File: src/sv/dpdd_pkg.sv
`default_nettype none

package dpdd_pkg;

    // Field widths
    localparam int POS_W     = 24;
    localparam int GAIN_W    = 16;
    localparam int SUM_W     = 40;
    localparam int FRAC_W    = 8;
    localparam int OUT_W     = 32;
    localparam int CFG_W     = (POS_W > GAIN_W) ? POS_W : GAIN_W;
    localparam int CFG_IDX_W = 3;

    // Internal datapath widths
    localparam int ERR_W  = POS_W + 2;
    localparam int DIFF_W = ERR_W + 1;
    localparam int SUMX_W = ((SUM_W > ERR_W) ? SUM_W : ERR_W) + 1;
    localparam int EP_W   = ERR_W + GAIN_W;
    localparam int DP_W   = DIFF_W + GAIN_W;
    localparam int SP_W   = SUM_W + GAIN_W;
    localparam int PMAX_W = (SP_W > DP_W) ? SP_W : DP_W;
    localparam int ACC_W  = PMAX_W + 2;
    localparam int PID_W  = ACC_W - FRAC_W;
    localparam int MIX_W  = PID_W + 1;

    // Saturation limits, widened to the intermediate sum widths
    localparam logic signed [SUMX_W-1:0] SUMX_MAX = SUMX_W'({(SUM_W-1){1'b1}});
    localparam logic signed [SUMX_W-1:0] SUMX_MIN = ~SUMX_MAX;
    localparam logic signed [MIX_W-1:0]  MIX_MAX  = MIX_W'({(OUT_W-1){1'b1}});
    localparam logic signed [MIX_W-1:0]  MIX_MIN  = ~MIX_MAX;

    // Configuration register indexes
    typedef enum logic [CFG_IDX_W-1:0] {
        REG_LAT_KP      = 3'd0,
        REG_LAT_KI      = 3'd1,
        REG_LAT_KD      = 3'd2,
        REG_TRN_KP      = 3'd3,
        REG_TRN_KI      = 3'd4,
        REG_TRN_KD      = 3'd5,
        REG_TGT_DIST    = 3'd6,
        REG_TGT_TURN    = 3'd7
    } cfg_reg_t;

    typedef struct packed {
        logic signed [POS_W-1:0] left_position;
        logic signed [POS_W-1:0] right_position;
    } in_t;

    typedef struct packed {
        logic signed [OUT_W-1:0] left_power;
        logic signed [OUT_W-1:0] right_power;
    } out_t;

    typedef struct packed {
        logic signed [GAIN_W-1:0] lat_kp;
        logic signed [GAIN_W-1:0] lat_ki;
        logic signed [GAIN_W-1:0] lat_kd;
        logic signed [GAIN_W-1:0] trn_kp;
        logic signed [GAIN_W-1:0] trn_ki;
        logic signed [GAIN_W-1:0] trn_kd;
        logic signed [POS_W-1:0]  target_distance;
        logic signed [POS_W-1:0]  target_turn;
    } gains_t;

    typedef struct packed {
        logic signed [ERR_W-1:0]  lat_e;
        logic signed [DIFF_W-1:0] lat_d;
        logic signed [SUM_W-1:0]  lat_s;
        logic signed [ERR_W-1:0]  trn_e;
        logic signed [DIFF_W-1:0] trn_d;
        logic signed [SUM_W-1:0]  trn_s;
    } err_t;

    typedef struct packed {
        logic signed [EP_W-1:0] lat_p;
        logic signed [DP_W-1:0] lat_d;
        logic signed [SP_W-1:0] lat_i;
        logic signed [EP_W-1:0] trn_p;
        logic signed [DP_W-1:0] trn_d;
        logic signed [SP_W-1:0] trn_i;
    } prod_t;

endpackage

`default_nettype wire

File: src/sv/dpdd_error.sv
`default_nettype none

module dpdd_error (
    input  logic            clk,
    input  logic            rst_n,
    input  logic            load,
    input  dpdd_pkg::in_t   in_item,
    input  dpdd_pkg::gains_t gains,
    output dpdd_pkg::err_t  err
);

    logic signed [dpdd_pkg::ERR_W-1:0]  lat_last_reg;
    logic signed [dpdd_pkg::ERR_W-1:0]  trn_last_reg;
    logic signed [dpdd_pkg::SUM_W-1:0]  lat_sum_reg;
    logic signed [dpdd_pkg::SUM_W-1:0]  trn_sum_reg;
    dpdd_pkg::err_t                     err_reg;
    dpdd_pkg::err_t                     err_next;

    logic signed [dpdd_pkg::POS_W:0]    pos_sum;
    logic signed [dpdd_pkg::POS_W:0]    pos_adj;
    logic signed [dpdd_pkg::POS_W:0]    pos_half;
    logic signed [dpdd_pkg::SUMX_W-1:0] lat_sumx;
    logic signed [dpdd_pkg::SUMX_W-1:0] trn_sumx;

    function automatic logic signed [dpdd_pkg::SUM_W-1:0] sat_sum(
        input logic signed [dpdd_pkg::SUMX_W-1:0] v
    );
        logic signed [dpdd_pkg::SUMX_W-1:0] c;
        c = v;
        if (v > dpdd_pkg::SUMX_MAX)
        begin
            c = dpdd_pkg::SUMX_MAX;
        end
        else if (v < dpdd_pkg::SUMX_MIN)
        begin
            c = dpdd_pkg::SUMX_MIN;
        end
        return c[dpdd_pkg::SUM_W-1:0];
    endfunction

    // Form both errors, their deltas and the clamped running sums
    always_comb
    begin
        pos_sum  = (dpdd_pkg::POS_W+1)'(in_item.left_position)
                 + (dpdd_pkg::POS_W+1)'(in_item.right_position);
        // halve toward zero: bias negative sums by one before the shift
        pos_adj  = pos_sum + (dpdd_pkg::POS_W+1)'(pos_sum[dpdd_pkg::POS_W]);
        pos_half = pos_adj >>> 1;

        err_next.lat_e = dpdd_pkg::ERR_W'(pos_half)
                       - dpdd_pkg::ERR_W'(gains.target_distance);
        err_next.trn_e = dpdd_pkg::ERR_W'(in_item.left_position)
                       - dpdd_pkg::ERR_W'(in_item.right_position)
                       - dpdd_pkg::ERR_W'(gains.target_turn);

        err_next.lat_d = dpdd_pkg::DIFF_W'(err_next.lat_e)
                       - dpdd_pkg::DIFF_W'(lat_last_reg);
        err_next.trn_d = dpdd_pkg::DIFF_W'(err_next.trn_e)
                       - dpdd_pkg::DIFF_W'(trn_last_reg);

        lat_sumx = dpdd_pkg::SUMX_W'(lat_sum_reg) + dpdd_pkg::SUMX_W'(err_next.lat_e);
        trn_sumx = dpdd_pkg::SUMX_W'(trn_sum_reg) + dpdd_pkg::SUMX_W'(err_next.trn_e);
        err_next.lat_s = sat_sum(lat_sumx);
        err_next.trn_s = sat_sum(trn_sumx);
    end

    // Advance loop state once per request
    always_ff @(posedge clk or negedge rst_n)
    begin
        if (!rst_n)
        begin
            lat_last_reg <= '0;
            trn_last_reg <= '0;
            lat_sum_reg  <= '0;
            trn_sum_reg  <= '0;
        end
        else if (load)
        begin
            lat_last_reg <= err_next.lat_e;
            trn_last_reg <= err_next.trn_e;
            lat_sum_reg  <= err_next.lat_s;
            trn_sum_reg  <= err_next.trn_s;
        end
    end

    // Hold stage payload
    always_ff @(posedge clk)
    begin
        if (load)
        begin
            err_reg <= err_next;
        end
    end

    assign err = err_reg;

endmodule

`default_nettype wire

File: config.mk
export PLATFORM = sky130hd
export DESIGN_NAME = dpdd_error
export DESIGN_NICKNAME = d
export VERILOG_FILES = /design/src/sv/dpdd_pkg.sv /design/src/sv/dpdd_error.sv
export SDC_FILE = /design/constraint.sdc
export NUM_CORES = 1
export LEC_CHECK = 0
export ABC_AREA = 1
export BUFFER_PORTS_ARGS = -buffer_cell sky130_fd_sc_hd__buf_2
export CAP_MARGIN = 30
export CELL_PAD_IN_SITES_DETAIL_PLACEMENT = 1
export CELL_PAD_IN_SITES_GLOBAL_PLACEMENT = 2
export CORE_UTILIZATION = 30
export DETAILED_ROUTE_END_ITERATION = 12
export PLACE_DENSITY = 0.76
export SYNTH_ARGS = -nofsm -noshare
export SYNTH_HDL_FRONTEND = slang
export SYNTH_SLANG_ARGS = --single-unit
File: constraint.sdc
create_clock -name clk -period 2.59 [get_ports clk]
set_input_delay 0 -clock clk [delete_from_list [all_inputs] [get_ports clk]]
set_output_delay 0 -clock clk [all_outputs]
set_load 0.005 [all_outputs]
==> summary.txt <==
Timing
  – Min Tclk post-route: 5.626 ns
  – Final setup fails: between 200 and 300
  – Hold Slack: 0.02565 ns
  – Fmax: 177.8 MHz
  – Final setup margin: -3.036 ns
  – Period utilization: 217.2%
  – Setup Skew: between 0.02 and 0.025 ns
  – Rel. slew slack: around two fifths
  – Fin. Hold Viols: 0
  – Setup TNS: -466.31 ns
  – RSZ-0062 raised after global routing: true
  – Worst Max-Slew Pin Slew: between 0.8 and 0.9 ns
  – Max Slew Vio Count: 0

Clock network
  – Maximum clock insertion buffer count: 3
  – CTS tree: yes
  – CTS Sinks: 315
  – CTS root buf: clkbuf_16
  – Worst-path clk slew: 0.06 ns
  – H-tree levels: 2
  – Clock Latency Late Sink: ~0.57 ns
  – Num CTS Buffers: 39

Routing
  – Drt wl/cell: 20.14 um
  – Final wirelength: 117.6 mm
  – Initial drt markers: approximately 1,100
  – Routed vias: ~28,000
  – # DRC: 0
  – Number of routed nets with antenna violations: 0
  – Vias per cell: a little under 5
  – Drt pass-1 iters: 7

Die
  – Die ar.: ~85,000 sq um
  – Core area: between 80,000 and 90,000 sq um
  – Die X: 290.9 um
  – Chip height: approximately 290 um
  – Row count: ~110
  – Initial core utilization: a little under a third
  – IO Pins: between 300 and 400

Global routing
  – First-pass GRT wire length: between 150 and 200 mm
  – GRT Util Overall: between 20% and 30%
  – Largest net degree at the start of global routing: around 150
  – Initial antenna violation count: 1
  – Total gr overflow: 0
  – Vias in the first global route: 29,790

Setup path
  – Critical path's most frequent cell: nand2_2
  – Slowest CP cell: fa_2
  – Crit-path max FO: 8
  – Setup crit start kind: input port
  – Worst Path Arrival: around 6.1 ns
  – CP Capture Type: flop
  – CP Buf/Inv Count: 13
  – Crit path max-delay family: simple AND/OR/NAND/NOR gates
  – Worst setup path category: input port to flop
  – Worst EP required: between 3 and 4 ns
  – CP max stage delay: 0.36 ns

Logic synthesis
  – Flops & latches, synth: around 320
  – Number of flops mapped to enable cells by yosys: around 180
  – Distinct cells, synth: 48
  – Cells after synthesis: 3,384
  – Synth top area share: roughly 22%
  – Top cells by area, synth: edfxtp_1 (22%), nand2_1 (17%), dfrtp_1 (13%)
  – Sequential area share after synthesis: between 30% and 40%
  – Yosys synthesis warning count: 0
  – Leading area contributor after synthesis: edfxtp_1
  – Syn Area/Cell: ~7.4 sq um
  – Synth async-reset ratio: between 40% and 50%
  – Top post-synthesis cells by count: nand2_1 (1,159), inv_1 (445), a21oi_1 (233)
  – Most frequent cell after synthesis: nand2_1
  – Mapped Area: 25,040 sq um
  – Most frequently used flop master after synthesis: edfxtp_1
  – Post-Syn Nets: ~3,800

Status
  – Status: finished with violations
  – Failing checks: setup timing

Place
  – I/O Buffers: roughly 280
  – Post-Place Cells: 5,615
  – Dpl ws: -4.179 ns
  – GPL Wtd Cong: about 0.9
  – Hpwl dp: 84.96 mm

Hold path
  – Hold crit path type: input port to flop

Layout
  – Largest register FFs: about 180
  – Post-Layout Cell Count: around 5,800
  – Post-layout nets: between 5,000 and 6,000
  – Share of layout cells above drive strength 1: between 40% and 50%
  – Ant. Diodes: 0
  – Area growth, synth to finish: 69.60%
  – Fillers: around 9,800

Run
  – Max Cap Viol: 0
==> layer usage <==
metal | GRT usage (%) | up-vias | wire [um]
li1 | - | 13690 | -
met3 | 2.016 | 199 | 3127
met1 | 30.99 | 13850 | 48520
met2 | 47.10 | 524 | 61090
met5 | 0 | - | 0
met4 | 9.188 | 0 | 4864
==> worst paths after layout <==
check,from,endpoint,slack (ns),cells after the start
min in group asynchronous,rst_n,trn_last_reg[1]$_DFFE_PN0P_,0.06,3
setup reg to reg,lat_sum_reg[0]$_DFFE_PN0P_,lat_sum_reg[0]$_DFFE_PN0P_,-0.30,20
hold / removal,gains[24],lat_last_reg[0]$_DFFE_PN0P_,0.03,4
hold reg to reg,trn_last_reg[11]$_DFFE_PN0P_,trn_last_reg[11]$_DFFE_PN0P_,0.48,2
setup / recovery,in_item[0],lat_sum_reg[0]$_DFFE_PN0P_,-3.04,52
max in group asynchronous,rst_n,trn_sum_reg[13]$_DFFE_PN0P_,2.07,3
==> layout by cell type (no fill, tap or decap), drive strengths merged, types with 8 or more instances in the layout <==
master     n
buf     1350
nand2   1202
inv      453
nor2     242
a21oi    239
ha       210
edfxtp   184
o21ai    169
nand3    149
dfrtp    131
xor2     117
clkbuf    59
nand4     49
xnor2     39
fa        30
a21o      20
nor3      20
o21bai    19
nor4      10
clkinv    10
o21a       9
a31oi      9
nand3b     8
==> per-stage QoR <==
step	instance area [sq um]	util [%]
4_1_cts	40010	48.57
2_1_floorplan	25040	-
3_5_place_dp	34660	42.08
3_3_place_gp	34660	42.08
5_1_grt	42470	51.56
6_report	42470	51.56
==> what timing repair did <==
| item | 4_1_cts | 5_1_grt |
|---|---|---|
| endpoints found under the hold margin | 152 | 0 |
| pin swaps | 168 | 238 |
| setup endpoints to repair | 256 | 258 |
| hold buffers | 3 | 0 |
| buffers inserted | 105 | 42 |
| gates cloned | 8 | 8 |
| resized for setup | 625 | 492 |
==> worst reg2reg max path: stages (launching register included) <==
cell and delay, ns:
dfrtp_1 0.36, ha_1 0.29, inv_1 0.09, fa_1 0.41, inv_1 0.11, nand3_1 0.10
nand2_2 0.14, nand2_2 0.06, nand3_2 0.08, nand2_1 0.07, nand3_2 0.10, nand2_2 0.08
nand2_2 0.09, nand2_2 0.07, nand2_4 0.11, inv_4 0.06, nand2_8 0.16, buf_12 0.19
nand2_4 0.07, nand2_2 0.07, nand2_1 0.08
==> area by class of cell <==
class	count	area (sq um)	share of cell area [%]
multi-input cells	2572	18920	44.54
repair buffers	1360	10360	24.41
flip-flops and latches	315	8803	20.73
inverters	450	1713	4.033
well taps	1070	1339	3.152
clock buffers	51	1062	2.501
clock inverters	21	271.5	0.6393
==> logic make-up after synthesis <==
logic type / share of synthesized area [%]
AND/OR/NAND/NOR: 27.98
buffers and inverters: 7.825
AO/OA/AOI/OAI: 10.66
flip-flops: 35.16
adder cells (fa/ha/maj): 12.89
XOR/XNOR: 5.486
Power is not shown: default switching activity piles up to over one toggle a cycle in this logic, so the estimate is an artifact.
